**config.mk**
```make
export PLATFORM = sky130hd
export DESIGN_NAME = averaging_panel_meter_display
export DESIGN_NICKNAME = d
export VERILOG_FILES = /design/src/rtl/apmd_pkg.sv /design/src/rtl/apmd_csr.sv /design/src/rtl/apmd_window.sv /design/src/rtl/apmd_scale.sv /design/src/rtl/apmd_format.sv /design/src/rtl/averaging_panel_meter_display.sv
export SDC_FILE = /design/constraint.sdc
export NUM_CORES = 2
export LEC_CHECK = 0
export BUFFER_PORTS_ARGS = -buffer_cell sky130_fd_sc_hd__buf_4
export CAP_MARGIN = 25
export CORE_MARGIN = 3
export CORE_UTILIZATION = 40
export CTS_CLUSTER_DIAMETER = 60
export DETAILED_ROUTE_END_ITERATION = 10
export GPL_TIMING_DRIVEN = 0
export PLACE_DENSITY_LB_ADDON = 0.15
export SYNTH_ARGS = -nofsm -noshare
export SYNTH_HDL_FRONTEND = slang
export SYNTH_SLANG_ARGS = --single-unit
```
**constraint.sdc**
```tcl
create_clock -name clock -period 7.75 [get_ports clock]
set_input_delay 0.775 -clock clock [delete_from_list [all_inputs] [get_ports clock]]
set_output_delay 0.775 -clock clock [all_outputs]
set_load 0.05 [all_outputs]
```
**src/rtl/apmd_pkg.sv**
```systemverilog
// ============================================================================
// apmd_pkg: shared types and constants of the averaging panel meter display
// Sizes, calibration constants, reciprocal multipliers, payload structs and
// the digit split function used by the formatting stage.
// ============================================================================
`timescale 1ns / 1ps
`default_nettype none

package apmd_pkg;

   // Window and sample sizing
   localparam int WINDOW      = 16;
   localparam int SAMPLE_BITS = 12;
   localparam int SLOT_BITS   = $clog2(WINDOW);
   localparam int TOTAL_BITS  = SAMPLE_BITS + SLOT_BITS;

   // Register stages between an accepted sample pair and its result
   localparam int PIPE_DEPTH = 6;

   // Fixed field widths
   localparam int RAW_BITS      = 12;
   localparam int VOLT_BITS     = 11;
   localparam int AMP_BITS      = 12;
   localparam int CSR_DATA_BITS = 12;
   localparam int NUM_BITS      = 10;

   // Mean: total / WINDOW as an exact reciprocal multiply
   localparam int              MEAN_SHIFT    = TOTAL_BITS + SLOT_BITS;
   localparam int              MEAN_MUL_BITS = 2 * TOTAL_BITS + 1;
   localparam longint unsigned MEAN_RECIP    =
      ((64'd1 << MEAN_SHIFT) + WINDOW - 1) / WINDOW;

   // Voltage calibration: mean * 12200 / 48977
   localparam int              VOLT_NUM        = 12200;
   localparam int              VOLT_DEN        = 48977;
   localparam int              VOLT_PROD_BITS  = SAMPLE_BITS + 14;
   localparam int              VOLT_SHIFT      = VOLT_PROD_BITS + 16;
   localparam int              VOLT_RECIP_BITS = VOLT_SHIFT - 15;
   localparam int              VOLT_QMUL_BITS  = VOLT_PROD_BITS + VOLT_RECIP_BITS;
   localparam longint unsigned VOLT_RECIP      =
      ((64'd1 << VOLT_SHIFT) + VOLT_DEN - 1) / VOLT_DEN;
   localparam int              VOLT_MAX        = 2047;

   // Current calibration, two segments around the knee
   localparam int AMP_KNEE   = 1014;
   localparam int AMP_LO_OFS = 83;
   localparam int AMP_LO_NUM = 1634000;
   localparam int AMP_LO_DEN = 2518955;
   localparam int AMP_HI_OFS = 62;
   localparam int AMP_HI_NUM = 86000;
   localparam int AMP_HI_DEN = 135423;
   localparam int AMP_MAX    = 4095;

   localparam int AMP_COEF_BITS   = 21;
   localparam int AMP_MUL0_BITS   = SAMPLE_BITS + AMP_COEF_BITS;
   localparam int AMP_PROD_BITS   = (SAMPLE_BITS + 17 > 31) ? SAMPLE_BITS + 17 : 31;
   localparam int AMP_LO_SHIFT    = 31 + 22;
   localparam int AMP_HI_SHIFT    = SAMPLE_BITS + 17 + 18;
   localparam int AMP_RECIP_BITS  = (SAMPLE_BITS + 18 > 32) ? SAMPLE_BITS + 18 : 32;
   localparam int AMP_QMUL_BITS   = AMP_PROD_BITS + AMP_RECIP_BITS;
   localparam longint unsigned AMP_LO_RECIP =
      ((64'd1 << AMP_LO_SHIFT) + AMP_LO_DEN - 1) / AMP_LO_DEN;
   localparam longint unsigned AMP_HI_RECIP =
      ((64'd1 << AMP_HI_SHIFT) + AMP_HI_DEN - 1) / AMP_HI_DEN;

   // Divide by ten for values below 2^12
   localparam int DIV10_RECIP = 52429;
   localparam int DIV10_SHIFT = 19;
   localparam int DIV10_BITS  = AMP_BITS + 16;

   // Display symbol codes
   typedef logic [3:0] sym_type;
   localparam sym_type SYM_BLANK = 4'd10;
   localparam sym_type SYM_L     = 4'd11;
   localparam sym_type SYM_O     = 4'd12;
   localparam sym_type SYM_V     = 4'd13;

   // Register indexes
   typedef enum logic [1:0] {
      CSR_VOLT_LOW   = 2'd0,
      CSR_VOLT_HIGH  = 2'd1,
      CSR_VOLT_SPLIT = 2'd2,
      CSR_AMP_SPLIT  = 2'd3
   } csr_index_type;

   // Voltage display mode
   typedef enum logic [1:0] {
      VMODE_BLANK,
      VMODE_LOW,
      VMODE_OVER,
      VMODE_NUM
   } vmode_type;

   typedef struct packed {
      logic [RAW_BITS-1:0] volt_sample;
      logic [RAW_BITS-1:0] amp_sample;
   } req_type;

   typedef struct packed {
      logic [VOLT_BITS-1:0] volts_scaled;
      logic [AMP_BITS-1:0]  amps_scaled;
      sym_type              volt_sym_first;
      sym_type              volt_sym_second;
      sym_type              volt_sym_third;
      logic                 volt_point;
      sym_type              amp_sym_first;
      sym_type              amp_sym_second;
      sym_type              amp_sym_third;
      logic                 amp_point;
      logic                 shown;
   } rsp_type;

   typedef struct packed {
      logic [VOLT_BITS-1:0] volt_low_limit;
      logic [VOLT_BITS-1:0] volt_high_limit;
      logic [VOLT_BITS-1:0] volt_range_split;
      logic [AMP_BITS-1:0]  amp_range_split;
   } cfg_type;

   typedef struct packed {
      logic [TOTAL_BITS-1:0] volt_total;
      logic [TOTAL_BITS-1:0] amp_total;
      logic                  full;
   } total_type;

   typedef struct packed {
      logic [VOLT_BITS-1:0] volts;
      logic [AMP_BITS-1:0]  amps;
      logic                 full;
   } scaled_type;

   typedef struct packed {
      logic [VOLT_BITS-1:0] volts;
      logic [AMP_BITS-1:0]  amps;
      logic                 full;
      vmode_type            vmode;
      logic [NUM_BITS-1:0]  vnum;
      logic                 vpoint;
      logic [NUM_BITS-1:0]  anum;
      logic                 ablank;
      logic                 apoint;
   } disp_type;

   typedef struct packed {
      sym_type first;
      sym_type second;
      sym_type third;
   } sym3_type;

   // Limit a displayed number to 999
   function automatic logic [NUM_BITS-1:0] clamp999(input logic [AMP_BITS-1:0] n);
      return (n > 12'd999) ? 10'd999 : n[NUM_BITS-1:0];
   endfunction

   // Split 0..999 into hundreds, tens, ones; optional leading zero blanking
   function automatic sym3_type digits3(input logic [NUM_BITS-1:0] n,
                                        input logic blank_lead);
      sym3_type            d;
      logic [3:0]          h;
      logic [3:0]          t;
      logic [NUM_BITS-1:0] rest;
      logic [6:0]          r2;
      h = 4'd0;
      for (int k = 1; k < 10; k++) begin
         if (n >= 10'(k * 100)) h = 4'(k);
      end
      rest = n - (10'(h) * 10'd100);
      r2   = rest[6:0];
      t = 4'd0;
      for (int k = 1; k < 10; k++) begin
         if (r2 >= 7'(k * 10)) t = 4'(k);
      end
      d.third = 4'(r2 - (7'(t) * 7'd10));
      if ((h == 4'd0) && blank_lead) begin
         d.first  = SYM_BLANK;
         d.second = (t == 4'd0) ? SYM_BLANK : t;
      end else begin
         d.first  = h;
         d.second = t;
      end
      return d;
   endfunction

endpackage

`default_nettype wire

```
**src/rtl/apmd_csr.sv**
```systemverilog
// ============================================================================
// apmd_csr: display limit registers
// Four write-only limits for the voltage and current display.
// ============================================================================
`timescale 1ns / 1ps
`default_nettype none

module apmd_csr (
   input  logic                                 clock,
   input  logic                                 reset,
   input  logic                                 csr_write_en,
   input  apmd_pkg::csr_index_type              csr_index,
   input  logic [apmd_pkg::CSR_DATA_BITS-1:0]   csr_wdata,
   output apmd_pkg::cfg_type                    cfg
);
   import apmd_pkg::*;

   cfg_type cfg_ff;

   // Register writes, one index per transfer
   always_ff @(posedge clock) begin
      if (reset) begin
         cfg_ff.volt_low_limit   <= 11'd300;
         cfg_ff.volt_high_limit  <= 11'd2047;
         cfg_ff.volt_range_split <= 11'd1000;
         cfg_ff.amp_range_split  <= 12'd1000;
      end else if (csr_write_en) begin
         unique case (csr_index)
            CSR_VOLT_LOW:   cfg_ff.volt_low_limit   <= csr_wdata[VOLT_BITS-1:0];
            CSR_VOLT_HIGH:  cfg_ff.volt_high_limit  <= csr_wdata[VOLT_BITS-1:0];
            CSR_VOLT_SPLIT: cfg_ff.volt_range_split <= csr_wdata[VOLT_BITS-1:0];
            CSR_AMP_SPLIT:  cfg_ff.amp_range_split  <= csr_wdata[AMP_BITS-1:0];
            default:        cfg_ff <= cfg_ff;
         endcase
      end
   end

   assign cfg = cfg_ff;

endmodule

`default_nettype wire

```
**src/rtl/apmd_window.sv**
```systemverilog
// ============================================================================
// apmd_window: sample rings and running window sums
// Stores each sample pair, keeps the ring totals current and hands a
// snapshot of both totals downstream.
// ============================================================================
`timescale 1ns / 1ps
`default_nettype none

module apmd_window (
   input  logic                 clock,
   input  logic                 reset,
   input  logic                 req_valid,
   output logic                 req_stall,
   input  apmd_pkg::req_type    req_data,
   output logic                 tot_valid,
   input  logic                 tot_ready,
   output apmd_pkg::total_type  tot_data
);
   import apmd_pkg::*;

   logic [SAMPLE_BITS-1:0] volt_ring_ff [WINDOW];
   logic [SAMPLE_BITS-1:0] amp_ring_ff  [WINDOW];
   logic [SLOT_BITS-1:0]   slot_ff;
   logic [SLOT_BITS-1:0]   slot_in;
   logic                   full_ff;
   logic                   full_in;
   logic [TOTAL_BITS-1:0]  volt_total_ff;
   logic [TOTAL_BITS-1:0]  volt_total_in;
   logic [TOTAL_BITS-1:0]  amp_total_ff;
   logic [TOTAL_BITS-1:0]  amp_total_in;
   logic [SAMPLE_BITS-1:0] volt_new;
   logic [SAMPLE_BITS-1:0] amp_new;
   logic                   last_slot;
   logic                   ready;
   logic                   accept;
   logic                   tot_valid_ff;
   total_type              tot_ff;

   assign ready     = !tot_valid_ff || tot_ready;
   assign req_stall = !ready;
   assign accept    = req_valid && ready;

   assign volt_new = SAMPLE_BITS'(req_data.volt_sample);
   assign amp_new  = SAMPLE_BITS'(req_data.amp_sample);

   // Running sums: drop the oldest sample, add the new one
   assign volt_total_in = volt_total_ff - TOTAL_BITS'(volt_ring_ff[slot_ff])
                          + TOTAL_BITS'(volt_new);
   assign amp_total_in  = amp_total_ff - TOTAL_BITS'(amp_ring_ff[slot_ff])
                          + TOTAL_BITS'(amp_new);

   assign last_slot = (slot_ff == SLOT_BITS'(WINDOW - 1));
   assign slot_in   = last_slot ? '0 : slot_ff + 1'b1;
   assign full_in   = full_ff || last_slot;

   // Ring state
   always_ff @(posedge clock) begin
      if (reset) begin
         for (int i = 0; i < WINDOW; i++) begin
            volt_ring_ff[i] <= '0;
            amp_ring_ff[i]  <= '0;
         end
         slot_ff       <= '0;
         full_ff       <= 1'b0;
         volt_total_ff <= '0;
         amp_total_ff  <= '0;
      end else if (accept) begin
         volt_ring_ff[slot_ff] <= volt_new;
         amp_ring_ff[slot_ff]  <= amp_new;
         slot_ff               <= slot_in;
         full_ff               <= full_in;
         volt_total_ff         <= volt_total_in;
         amp_total_ff          <= amp_total_in;
      end
   end

   // Snapshot stage
   always_ff @(posedge clock) begin
      if (reset) begin
         tot_valid_ff <= 1'b0;
      end else if (ready) begin
         tot_valid_ff <= req_valid;
      end
   end

   always_ff @(posedge clock) begin
      if (accept) begin
         tot_ff.volt_total <= volt_total_in;
         tot_ff.amp_total  <= amp_total_in;
         tot_ff.full       <= full_in;
      end
   end

   assign tot_valid = tot_valid_ff;
   assign tot_data  = tot_ff;

endmodule

`default_nettype wire

```
**src/rtl/apmd_scale.sv**
```systemverilog
// ============================================================================
// apmd_scale: window means and calibration
// Three stages: mean by reciprocal, calibration product, division by the
// calibration denominator through an exact reciprocal, with clamping.
// ============================================================================
`timescale 1ns / 1ps
`default_nettype none

module apmd_scale (
   input  logic                  clock,
   input  logic                  reset,
   input  logic                  tot_valid,
   output logic                  tot_ready,
   input  apmd_pkg::total_type   tot_data,
   output logic                  sc_valid,
   input  logic                  sc_ready,
   output apmd_pkg::scaled_type  sc_data
);
   import apmd_pkg::*;

   // Stage handshake
   logic m_valid_ff;
   logic p_valid_ff;
   logic q_valid_ff;
   logic m_ready;
   logic p_ready;
   logic q_ready;

   // Mean stage
   logic [MEAN_MUL_BITS-1:0] volt_mean_mul;
   logic [MEAN_MUL_BITS-1:0] amp_mean_mul;
   logic [SAMPLE_BITS-1:0]   volt_mean_ff;
   logic [SAMPLE_BITS-1:0]   amp_mean_ff;
   logic                     m_full_ff;

   // Product stage
   logic [VOLT_PROD_BITS-1:0] volt_prod_in;
   logic [VOLT_PROD_BITS-1:0] volt_prod_ff;
   logic                      amp_zero_in;
   logic                      amp_zero_ff;
   logic                      amp_high_in;
   logic                      amp_high_ff;
   logic [SAMPLE_BITS-1:0]    amp_diff;
   logic [AMP_COEF_BITS-1:0]  amp_coef;
   logic [AMP_MUL0_BITS-1:0]  amp_mul0;
   logic [AMP_PROD_BITS-1:0]  amp_prod_ff;
   logic                      p_full_ff;

   // Quotient stage
   logic [VOLT_QMUL_BITS-1:0] volt_qmul;
   logic [VOLT_QMUL_BITS-1:0] volt_quot;
   logic [AMP_RECIP_BITS-1:0] amp_recip;
   logic [AMP_QMUL_BITS-1:0]  amp_qmul;
   logic [AMP_QMUL_BITS-1:0]  amp_quot;
   logic [VOLT_BITS-1:0]      volts_in;
   logic [AMP_BITS-1:0]       amps_in;
   scaled_type                q_ff;

   assign q_ready   = !q_valid_ff || sc_ready;
   assign p_ready   = !p_valid_ff || q_ready;
   assign m_ready   = !m_valid_ff || p_ready;
   assign tot_ready = m_ready;

   always_ff @(posedge clock) begin
      if (reset) begin
         m_valid_ff <= 1'b0;
         p_valid_ff <= 1'b0;
         q_valid_ff <= 1'b0;
      end else begin
         if (m_ready) m_valid_ff <= tot_valid;
         if (p_ready) p_valid_ff <= m_valid_ff;
         if (q_ready) q_valid_ff <= p_valid_ff;
      end
   end

   // Mean: total / WINDOW
   assign volt_mean_mul = MEAN_MUL_BITS'(tot_data.volt_total) * MEAN_MUL_BITS'(MEAN_RECIP);
   assign amp_mean_mul  = MEAN_MUL_BITS'(tot_data.amp_total) * MEAN_MUL_BITS'(MEAN_RECIP);

   always_ff @(posedge clock) begin
      if (m_ready && tot_valid) begin
         volt_mean_ff <= SAMPLE_BITS'(volt_mean_mul >> MEAN_SHIFT);
         amp_mean_ff  <= SAMPLE_BITS'(amp_mean_mul >> MEAN_SHIFT);
         m_full_ff    <= tot_data.full;
      end
   end

   // Calibration products; current picks its segment
   assign volt_prod_in = VOLT_PROD_BITS'(volt_mean_ff) * VOLT_PROD_BITS'(VOLT_NUM);
   assign amp_zero_in  = 32'(amp_mean_ff) < 32'(AMP_LO_OFS);
   assign amp_high_in  = 32'(amp_mean_ff) >= 32'(AMP_KNEE);
   assign amp_diff     = amp_high_in ? amp_mean_ff - SAMPLE_BITS'(AMP_HI_OFS)
                                     : amp_mean_ff - SAMPLE_BITS'(AMP_LO_OFS);
   assign amp_coef     = amp_high_in ? AMP_COEF_BITS'(AMP_HI_NUM)
                                     : AMP_COEF_BITS'(AMP_LO_NUM);
   assign amp_mul0     = AMP_MUL0_BITS'(amp_diff) * AMP_MUL0_BITS'(amp_coef);

   always_ff @(posedge clock) begin
      if (p_ready && m_valid_ff) begin
         volt_prod_ff <= volt_prod_in;
         amp_prod_ff  <= AMP_PROD_BITS'(amp_mul0);
         amp_zero_ff  <= amp_zero_in;
         amp_high_ff  <= amp_high_in;
         p_full_ff    <= m_full_ff;
      end
   end

   // Division by reciprocal, then clamp to field range
   assign volt_qmul = VOLT_QMUL_BITS'(volt_prod_ff) * VOLT_QMUL_BITS'(VOLT_RECIP);
   assign volt_quot = volt_qmul >> VOLT_SHIFT;
   assign volts_in  = (volt_quot > VOLT_QMUL_BITS'(VOLT_MAX)) ? VOLT_BITS'(VOLT_MAX)
                                                              : VOLT_BITS'(volt_quot);

   assign amp_recip = amp_high_ff ? AMP_RECIP_BITS'(AMP_HI_RECIP)
                                  : AMP_RECIP_BITS'(AMP_LO_RECIP);
   assign amp_qmul  = AMP_QMUL_BITS'(amp_prod_ff) * AMP_QMUL_BITS'(amp_recip);
   assign amp_quot  = amp_high_ff ? (amp_qmul >> AMP_HI_SHIFT) : (amp_qmul >> AMP_LO_SHIFT);

   always_comb begin
      if (amp_zero_ff) begin
         amps_in = '0;
      end else if (amp_quot > AMP_QMUL_BITS'(AMP_MAX)) begin
         amps_in = AMP_BITS'(AMP_MAX);
      end else begin
         amps_in = AMP_BITS'(amp_quot);
      end
   end

   always_ff @(posedge clock) begin
      if (q_ready && p_valid_ff) begin
         q_ff.volts <= volts_in;
         q_ff.amps  <= amps_in;
         q_ff.full  <= p_full_ff;
      end
   end

   assign sc_valid = q_valid_ff;
   assign sc_data  = q_ff;

endmodule

`default_nettype wire

```
**src/rtl/apmd_format.sv**
```systemverilog
// ============================================================================
// apmd_format: display symbol generation
// Chooses the display range and mode, then splits the number into digits
// and holds the finished result in the output register.
// ============================================================================
`timescale 1ns / 1ps
`default_nettype none

module apmd_format (
   input  logic                  clock,
   input  logic                  reset,
   input  apmd_pkg::cfg_type     cfg,
   input  logic                  sc_valid,
   output logic                  sc_ready,
   input  apmd_pkg::scaled_type  sc_data,
   output logic                  rsp_valid,
   input  logic                  rsp_stall,
   output apmd_pkg::rsp_type     rsp_data
);
   import apmd_pkg::*;

   logic                  s_valid_ff;
   logic                  s_ready;
   logic                  r_ready;
   logic                  rsp_valid_ff;
   logic [DIV10_BITS-1:0] v10_mul;
   logic [DIV10_BITS-1:0] a10_mul;
   logic [AMP_BITS-1:0]   v10;
   logic [AMP_BITS-1:0]   a10;
   logic                  v_upper;
   disp_type              disp_in;
   disp_type              disp_ff;
   sym3_type              vdig;
   sym3_type              adig;
   rsp_type               rsp_in;
   rsp_type               rsp_ff;

   assign r_ready  = !rsp_valid_ff || !rsp_stall;
   assign s_ready  = !s_valid_ff || r_ready;
   assign sc_ready = s_ready;

   always_ff @(posedge clock) begin
      if (reset) begin
         s_valid_ff   <= 1'b0;
         rsp_valid_ff <= 1'b0;
      end else begin
         if (s_ready) s_valid_ff <= sc_valid;
         if (r_ready) rsp_valid_ff <= s_valid_ff;
      end
   end

   // Tenths of each value
   assign v10_mul = DIV10_BITS'(sc_data.volts) * DIV10_BITS'(DIV10_RECIP);
   assign a10_mul = DIV10_BITS'(sc_data.amps) * DIV10_BITS'(DIV10_RECIP);
   assign v10     = AMP_BITS'(v10_mul >> DIV10_SHIFT);
   assign a10     = AMP_BITS'(a10_mul >> DIV10_SHIFT);
   assign v_upper = sc_data.volts >= cfg.volt_range_split;

   // Range and mode selection
   always_comb begin
      disp_in.volts = sc_data.volts;
      disp_in.amps  = sc_data.amps;
      disp_in.full  = sc_data.full;
      priority if (!sc_data.full) begin
         disp_in.vmode = VMODE_BLANK;
      end else if (sc_data.volts < cfg.volt_low_limit) begin
         disp_in.vmode = VMODE_LOW;
      end else if (sc_data.volts >= cfg.volt_high_limit) begin
         disp_in.vmode = VMODE_OVER;
      end else begin
         disp_in.vmode = VMODE_NUM;
      end
      disp_in.vnum   = v_upper ? clamp999(v10) : clamp999(AMP_BITS'(sc_data.volts));
      disp_in.vpoint = !v_upper;
      if (sc_data.amps < cfg.amp_range_split) begin
         disp_in.anum   = clamp999(sc_data.amps);
         disp_in.ablank = 1'b1;
         disp_in.apoint = 1'b0;
      end else begin
         disp_in.anum   = clamp999(a10);
         disp_in.ablank = 1'b0;
         disp_in.apoint = 1'b1;
      end
   end

   always_ff @(posedge clock) begin
      if (s_ready && sc_valid) begin
         disp_ff <= disp_in;
      end
   end

   // Digit split and symbol assembly
   assign vdig = digits3(disp_ff.vnum, 1'b0);
   assign adig = digits3(disp_ff.anum, disp_ff.ablank);

   always_comb begin
      rsp_in.volts_scaled = disp_ff.volts;
      rsp_in.amps_scaled  = disp_ff.amps;
      rsp_in.shown        = disp_ff.full;
      unique case (disp_ff.vmode)
         VMODE_BLANK: begin
            rsp_in.volt_sym_first  = SYM_BLANK;
            rsp_in.volt_sym_second = SYM_BLANK;
            rsp_in.volt_sym_third  = SYM_BLANK;
            rsp_in.volt_point      = 1'b0;
         end
         VMODE_LOW: begin
            rsp_in.volt_sym_first  = SYM_BLANK;
            rsp_in.volt_sym_second = SYM_L;
            rsp_in.volt_sym_third  = SYM_O;
            rsp_in.volt_point      = 1'b0;
         end
         VMODE_OVER: begin
            rsp_in.volt_sym_first  = SYM_BLANK;
            rsp_in.volt_sym_second = SYM_O;
            rsp_in.volt_sym_third  = SYM_V;
            rsp_in.volt_point      = 1'b0;
         end
         VMODE_NUM: begin
            rsp_in.volt_sym_first  = vdig.first;
            rsp_in.volt_sym_second = vdig.second;
            rsp_in.volt_sym_third  = vdig.third;
            rsp_in.volt_point      = disp_ff.vpoint;
         end
         default: begin
            rsp_in.volt_sym_first  = SYM_BLANK;
            rsp_in.volt_sym_second = SYM_BLANK;
            rsp_in.volt_sym_third  = SYM_BLANK;
            rsp_in.volt_point      = 1'b0;
         end
      endcase
      if (disp_ff.full) begin
         rsp_in.amp_sym_first  = adig.first;
         rsp_in.amp_sym_second = adig.second;
         rsp_in.amp_sym_third  = adig.third;
         rsp_in.amp_point      = disp_ff.apoint;
      end else begin
         rsp_in.amp_sym_first  = SYM_BLANK;
         rsp_in.amp_sym_second = SYM_BLANK;
         rsp_in.amp_sym_third  = SYM_BLANK;
         rsp_in.amp_point      = 1'b0;
      end
   end

   // Output register
   always_ff @(posedge clock) begin
      if (r_ready && s_valid_ff) begin
         rsp_ff <= rsp_in;
      end
   end

   assign rsp_valid = rsp_valid_ff;
   assign rsp_data  = rsp_ff;

endmodule

`default_nettype wire

```
**src/rtl/averaging_panel_meter_display.sv**
```systemverilog
// Throughput: one sample pair per cycle unless the result side stalls; six register stages
//   (window snapshot, mean, calibration product, reciprocal divide, range select, output),
//   each loads when free; a result is presented once its pair has passed them all.
// A stalled result stage backs up into the pipe; bubbles are squeezed out.
// Reset (synchronous): rings, sums, slot and window-full flag clear; limits return
//   to 300 / 2047 / 1000 / 1000; no result is valid.
// ============================================================================
// averaging_panel_meter_display: averaging voltage / current panel meter
// Moving window average of both ADC channels, calibration and display
// symbol generation.
// ============================================================================
`timescale 1ns / 1ps
`default_nettype none

module averaging_panel_meter_display (
   input  logic                                clock,
   input  logic                                reset,
   input  logic                                req_valid,
   output logic                                req_stall,
   input  apmd_pkg::req_type                   req_data,
   output logic                                rsp_valid,
   input  logic                                rsp_stall,
   output apmd_pkg::rsp_type                   rsp_data,
   input  logic                                csr_write_en,
   input  apmd_pkg::csr_index_type             csr_index,
   input  logic [apmd_pkg::CSR_DATA_BITS-1:0]  csr_wdata
);
   import apmd_pkg::*;

   cfg_type    cfg;
   logic       tot_valid;
   logic       tot_ready;
   total_type  tot_data;
   logic       sc_valid;
   logic       sc_ready;
   scaled_type sc_data;

   apmd_csr u_csr (
      .clock        (clock),
      .reset        (reset),
      .csr_write_en (csr_write_en),
      .csr_index    (csr_index),
      .csr_wdata    (csr_wdata),
      .cfg          (cfg)
   );

   apmd_window u_window (
      .clock     (clock),
      .reset     (reset),
      .req_valid (req_valid),
      .req_stall (req_stall),
      .req_data  (req_data),
      .tot_valid (tot_valid),
      .tot_ready (tot_ready),
      .tot_data  (tot_data)
   );

   apmd_scale u_scale (
      .clock     (clock),
      .reset     (reset),
      .tot_valid (tot_valid),
      .tot_ready (tot_ready),
      .tot_data  (tot_data),
      .sc_valid  (sc_valid),
      .sc_ready  (sc_ready),
      .sc_data   (sc_data)
   );

   apmd_format u_format (
      .clock     (clock),
      .reset     (reset),
      .cfg       (cfg),
      .sc_valid  (sc_valid),
      .sc_ready  (sc_ready),
      .sc_data   (sc_data),
      .rsp_valid (rsp_valid),
      .rsp_stall (rsp_stall),
      .rsp_data  (rsp_data)
   );

endmodule

`default_nettype wire

```
* Word-level counts from Yosys, hierarchy flattened
Memory sizes are Yosys's and may differ from the RTL's. A register that Yosys moved wholly into a read port is not among the register bits.
Cells that the tools add are included.
** Storage, ports and cells
- Flip-flop bits (word level) :: 326
- Bits in writable memories :: 384
- Bits of input ports :: 43
- Output and inout bits :: 52
- Memories :: 2
** Memories
- u_window.amp_ring_ff :: depth 16, width 12, rd ports 1, clocked after memory_dff 1, wr ports 16, RTL line apmd_window.sv:22 : logic [SAMPLE_BITS-1:0] amp_ring_ff [WINDOW];
- u_window.volt_ring_ff :: depth 16, width 12, rd ports 1, clocked after memory_dff 1, wr ports 16, RTL line apmd_window.sv:21 : logic [SAMPLE_BITS-1:0] volt_ring_ff [WINDOW];
** Operators by class
- Add/sub/neg operators :: 11
- Multipliers :: 10
- Magnitude comparators :: 48
- Equality and inequality tests :: 7
- Mux-type cells :: 68
- Bitwise logic cells :: 2
- Reductions and logical operators :: 35
** Operator list (number)
- $ge A10 B10 Y1 const B :: 8
- $mux W4 :: 17
- $gt A63 B12 Y1 const B :: 1
- $mul A31 B32 Y63 :: 1
- $ge A10 B9 Y1 const B :: 6
- $mux W12 :: 5
- $pmux W13 S4 :: 1
- $mux W10 :: 5
- $mul A23 B26 Y49 const B :: 1
- $mux W3 :: 16
- $ge A7 B6 Y1 const B :: 6
- $ge A7 B7 Y1 const B :: 6
- $add A16 B12 Y16 :: 2
- $mux W32 :: 1
- $sub A16 B12 Y16 :: 2
- $mul A12 B21 Y31 :: 1
- $ge A7 B5 Y1 const B :: 4
- $mul A12 B16 Y28 const B :: 1
- $mul A11 B16 Y27 const B :: 1
- $reduce_or A12 Y1 :: 2
- $mul A12 B11 Y23 const B :: 1
- $ge A11 B11 Y1 :: 2
- $mux W21 :: 1
- $ge A10 B7 Y1 const B :: 2
- 32 further kinds :: 88

* Depth between registers and ports, before layout
- Depth after elaboration :: 25
- Gate-level depth with buffers :: 31
- Mapped depth without buffers :: 30

* Cells and area by module
Synthesis repeated with hierarchy kept, for this count alone.
** Unflattened totals
- Cells, all modules :: 6625
- Area total of the unflattened synthesis :: 74186.2 sq um
** By module, submodules not included
- apmd_scale :: times used 1, cells an instance 3827, area an instance 39639.3 sq um, sequential area each 3123.0 sq um
- apmd_window :: times used 1, cells an instance 1601, area an instance 22041.1 sq um, sequential area each 13362.8 sq um
- apmd_format :: times used 1, cells an instance 1024, area an instance 10725.3 sq um, sequential area each 3012.9 sq um
- apmd_csr :: times used 1, cells an instance 173, area an instance 1780.5 sq um, sequential area each 900.9 sq um

* Worst setup path before layout
No wires, ideal clock.
- Path kind :: reg-to-reg
- Start point :: reg u_scale.amp_high_ff
- End point :: reg u_scale.q_ff (netlist bit u_scale.sc_data[3]) (data pin)
- Library setup time :: 0.285 ns
- Arrival time :: 7.621 ns
- Setup slack :: -0.156 ns
- Cell stages (with the launch flop) :: 27
- Buffers on the path :: 3
- Cells stage by stage :: edfxtp_1 -> clkbuf_1 -> clkbuf_1 -> nand2_1 -> inv_1 -> fa_1 -> fa_1 -> fa_1 -> fa_1 -> fa_1 -> fa_1 -> inv_1 -> fa_1 -> inv_1 -> ha_1 -> ha_1 -> a211oi_1 -> o211ai_1 -> a21oi_1 -> o2111ai_2 -> nand3_1 -> nand2_1 -> nor3b_1 -> or4_1 -> a211oi_4 -> buf_6 -> a311oi_2
** On the way
- Cells in the longest elaborated chain, start to end :: 5
** Ends and longest elaborated chain
- start, declared :: RTL line apmd_scale.sv:42 : logic amp_high_ff;
- start signal, assigned :: RTL line apmd_scale.sv:103 : amp_high_ff <= amp_high_in;
- $mux W32 :: RTL line apmd_scale.sv:114 : assign amp_recip = amp_high_ff ? AMP_RECIP_BITS'(AMP_HI_RECIP)
- $mul A31 B32 Y63 :: RTL line apmd_scale.sv:116 : assign amp_qmul = AMP_QMUL_BITS'(amp_prod_ff) * AMP_QMUL_BITS'(amp_recip);
- $mux W16 (*) :: RTL line apmd_scale.sv:117 : assign amp_quot = amp_high_ff ? (amp_qmul >> AMP_HI_SHIFT) : (amp_qmul >> AMP_LO_SHIFT);
- $gt A63 B12 Y1 :: RTL line apmd_scale.sv:122 : end else if (amp_quot > AMP_QMUL_BITS'(AMP_MAX)) begin
- $mux W12 (*) :: RTL line apmd_scale.sv:122
- end, declared :: RTL line apmd_scale.sv:57 : scaled_type q_ff;
Mark *: on every way between the ends. The rest lies on a longest branch, timed or not.
A chain may end at the register's enable or synchronous reset.

* Worst setup path in the final report
- Start point :: reg u_scale.amp_high_ff
- End point :: reg u_scale.q_ff (netlist bit u_scale.sc_data[4]) (data pin)
The elaborated chain is that of the path after synthesis.

==> reports/metrics.yaml <==
clock_network:
  cts_tree: "built"
  cts_root_buf: "clkbuf_16"
  ctsHtreeMaxLevel: 3
  cts_sinks: 702
  clk_pin_slew_ns: 0.06
  clock_latency_ns: 0.73
  cts_buffers: 83
  clock_tree.buffer_depth: 3
cells_and_area:
  fillers: 16857
  areaGrowthSynthToFinish_pct: 14.3
  antenna_cells: 0
  drive_above_1_share_pct: 12.2
  layout_commonest_cell: "inv_1"
  fin_util_pct: 46.2
  layout_common_cells: "inv_1 (1480), ha_1 (961), fa_1 (911), edfxtp_1 (610), nor3_1 (304)"
  fin_nets: 9009
global_route:
  grt_pass1_vias: 51392
  grt_pass1_wl_mm: 317
  grt-ovfl-total: 0
  met2_usage_pct: 37.8
  met1_usage_pct: 30.0
  grt_usage_pct: 22.4
  grt_max_degree: 35
  gr-usage-met3_pct: 2.79
  grt_antenna_before_repair: 2
  grt.busiest_layer: "met2"
sta:
  setup_viol_count_final: 12
  fin_crit_ns: 8.48
  relSlewSlack_pct: 31.3
  layout_setup_ws_ns: -0.729
  hold_ws_ns: 0.330
  min_period_over_period_pct: 109
  drv_slew: 0
  tns_ns: -8.28
  final_hold_viol_count: 0
  grt_setup_unrepaired: "yes"
  fmax_mhz: 118
  worst_pin_slew_ns: 1.03
  clock_skew_ns: 0.0619
outcome:
  violations: "setup timing"
  outcome: "complete, but fails checks"
place:
  place_hpwl_mm: 172
  place.gp.congestion: 0.941
  dp_slack_ns: -2.56
  port_buffers: 94
die:
  rows: 156
  start_util_pct: 40.4
  fp.dieW_microns: 434
  die_h_microns: 434
  core_area_sq_um: 182000
  ios: 95
  dieArea_sq_um: 189000
yosys:
  synth.area.mux_share_pct: 3.74
  netlist_area_sq_um: 73400
  ys_seq_area_share_pct: 27.5
  synth_compound_area_share_pct: 5.98
  synth_edf_count: 610
  synthCells: 6592
  synth_xor_area_share_pct: 1.76
  synth_simple_gate_area_share_pct: 7.99
  synthFlopType: "edfxtp_1"
  synth_top_family_by_area: "adder cells"
  avgSynthCellArea_sq_um: 11.1
  ys_async_sr_fraction_pct: 0
  synth_adder_area_share_pct: 44.0
  synth.distinct_cells: 93
  ys_ff_latch: 702
  yosysWarningCount: 0
worst_setup_path:
  slowest_stage: "fa_2"
  slowest_delay_ns: 0.63
  r2r_cells: 28
  worstReg2RegEnd: "u_scale.sc_data[4]$_SDFFCE_PP0P_"
  cp-start-kind: "register"
  end_kind: "register"
  crit_type: "reg2reg"
  timing.rr.start: "u_scale.amp_high_ff$_DFFE_PP_"
  worst_ep_arrival_time_ns: 8.83
  crit_path_frequent_cell: "fa_2"
  cp.required_ns: 8.10
  r2r_slack_ns: -0.73
  crit_fanout: 7
min_path:
  hold_path.class: "in2reg"
  whs_endpoint: "u_csr.cfg[11]$_SDFFE_PP0P_"
  min_from: "csr_wdata[11]"
  min_path_cells: 3
detailed_routing:
  via_count: 48640
  firstDrtPassIters: 7
  ant_nets: 0
  drc: 0
  wire_per_inst_microns: 22.1
  first_iter_violations: 3178
  wl_mm: 208
  vias_per_cell: 5.17
job:
  max_cap_violations: 0
-- per-stage QoR --
step	instance area (sq um)	instances
after floorplan	73600	6641
after global placement	77300	9105
after detailed placement	77900	9128
after CTS	83200	9365
after global routing	83900	9404
final	83900	9404
-- flip-flops by register name, indices dropped and copies added, names as in the netlist, 4 cells and up, named ones only --
name                    cells
u_window.amp_ring_ff      192
u_window.volt_ring_ff     192
u_format.rsp_data          50
u_format.disp_ff           49
u_csr.cfg                  45
u_scale.amp_prod_ff        27
u_window.tot_data          25
u_scale.sc_data            24
u_scale.volt_prod_ff       23
u_window.amp_total_ff      16
u_window.volt_total_ff     16
u_scale.amp_mean_ff        12
u_scale.volt_mean_ff       12
u_window.slot_ff            4
-- kinds of logic (layout without fill, tap and decap cells) --
| family | after synthesis | count (layout) |
|---|---|---|
| DFF | 702 | 702 |
| other | 2 | 51 |
| adders and majority gates | 2000 | 2000 |
| xor gates and xnor gates | 146 | 146 |
| and+or+nand+nor | 1191 | 1191 |
| muxes | 124 | 124 |
| buffers and inverters | 1770 | 2163 |
| AOI/OAI and AO/OA | 657 | 657 |
-- critical path, delay by kind of cell (launching register included) --
family / cells / cell delay (ns)
compound gates: 6 / 1.18
fa+ha+maj: 9 / 4.24
buf+inv: 8 / 1.08
flops: 1 / 0.41
simple gates: 5 / 1.15
-- cell usage after synthesis, types with 9 or more instances --
cell type | instances | area [sq um]
a211o_1 | 19 | 166
a211oi_1 | 30 | 225
a21boi_0 | 9 | 67.6
a21o_1 | 106 | 796
a21oi_1 | 199 | 996
a31oi_1 | 17 | 106
a41oi_1 | 10 | 87.6
and2_1 | 56 | 350
and3_1 | 29 | 181
buf_1 | 26 | 97.6
clkbuf_1 | 192 | 721
clkinv_1 | 23 | 86.3
dfxtp_1 | 92 | 1840
edfxtp_1 | 610 | 18300
fa_1 | 964 | 19300
ha_1 | 1036 | 13000
inv_1 | 1524 | 5720
mux4_2 | 120 | 2700
nand2_1 | 290 | 1090
nand2b_1 | 24 | 150
nand3_1 | 53 | 265
nand4_1 | 26 | 163
nor2_1 | 202 | 758
nor2b_1 | 34 | 213
nor3_1 | 306 | 1530
nor4_1 | 94 | 588
o211ai_1 | 19 | 143
o21a_1 | 23 | 173
o21ai_0 | 104 | 521
o21ai_1 | 13 | 65.1
o21bai_1 | 11 | 82.6
or2_2 | 24 | 150
or3_1 | 21 | 131
xnor2_1 | 101 | 885
xor2_1 | 44 | 385
-- how the worst max path moves through the flow --
stage	start	endpoint	depth (start not counted)
after detailed placement	u_scale.amp_high_ff$_DFFE_PP_	u_scale.sc_data[8]$_SDFFCE_PP0P_	26
after global routing	u_scale.amp_high_ff$_DFFE_PP_	u_scale.sc_data[4]$_SDFFCE_PP0P_	29
final	u_scale.amp_high_ff$_DFFE_PP_	u_scale.sc_data[4]$_SDFFCE_PP0P_	28
after CTS	u_scale.amp_high_ff$_DFFE_PP_	u_scale.sc_data[3]$_SDFFCE_PP0P_	30
after global placement	u_scale.amp_high_ff$_DFFE_PP_	u_scale.sc_data[10]$_SDFFCE_PP0P_	25
after floorplan	u_scale.amp_high_ff$_DFFE_PP_	u_scale.sc_data[3]$_SDFFCE_PP0P_	25
-- what timing repair did --
item / CTS / global route
pin swaps: 137 / 93
setup endpoints to repair: 20 / 21
cloned: 6 / 0
hold buffers: 0 / 0
resized for setup: 371 / 80
buffers inserted: 80 / 37
-- per-layer routing --
metal | routed length, microns | share of wire (%)
met1 | 90100 | 43
met2 | 101000 | 49
met3 | 9560 | 4.6
met4 | 7370 | 3.5
met5 | 27 | 0.013
-- layout make-up --
cell class | instances | area [sq um] | area share, %
flip-flops and latches | 702 | 20200 | 24.0
inverters | 1547 | 5860 | 6.99
clock buffers | 96 | 2150 | 2.56
plain buffers | 220 | 1030 | 1.23
repair buffers | 243 | 2310 | 2.75
well taps | 2370 | 2970 | 3.53
clock inverters | 57 | 589 | 0.703
multi-input cells | 4169 | 48800 | 58.2
Power is not shown: default switching activity piles up to over one toggle a cycle in this logic, so the estimate is an artifact.
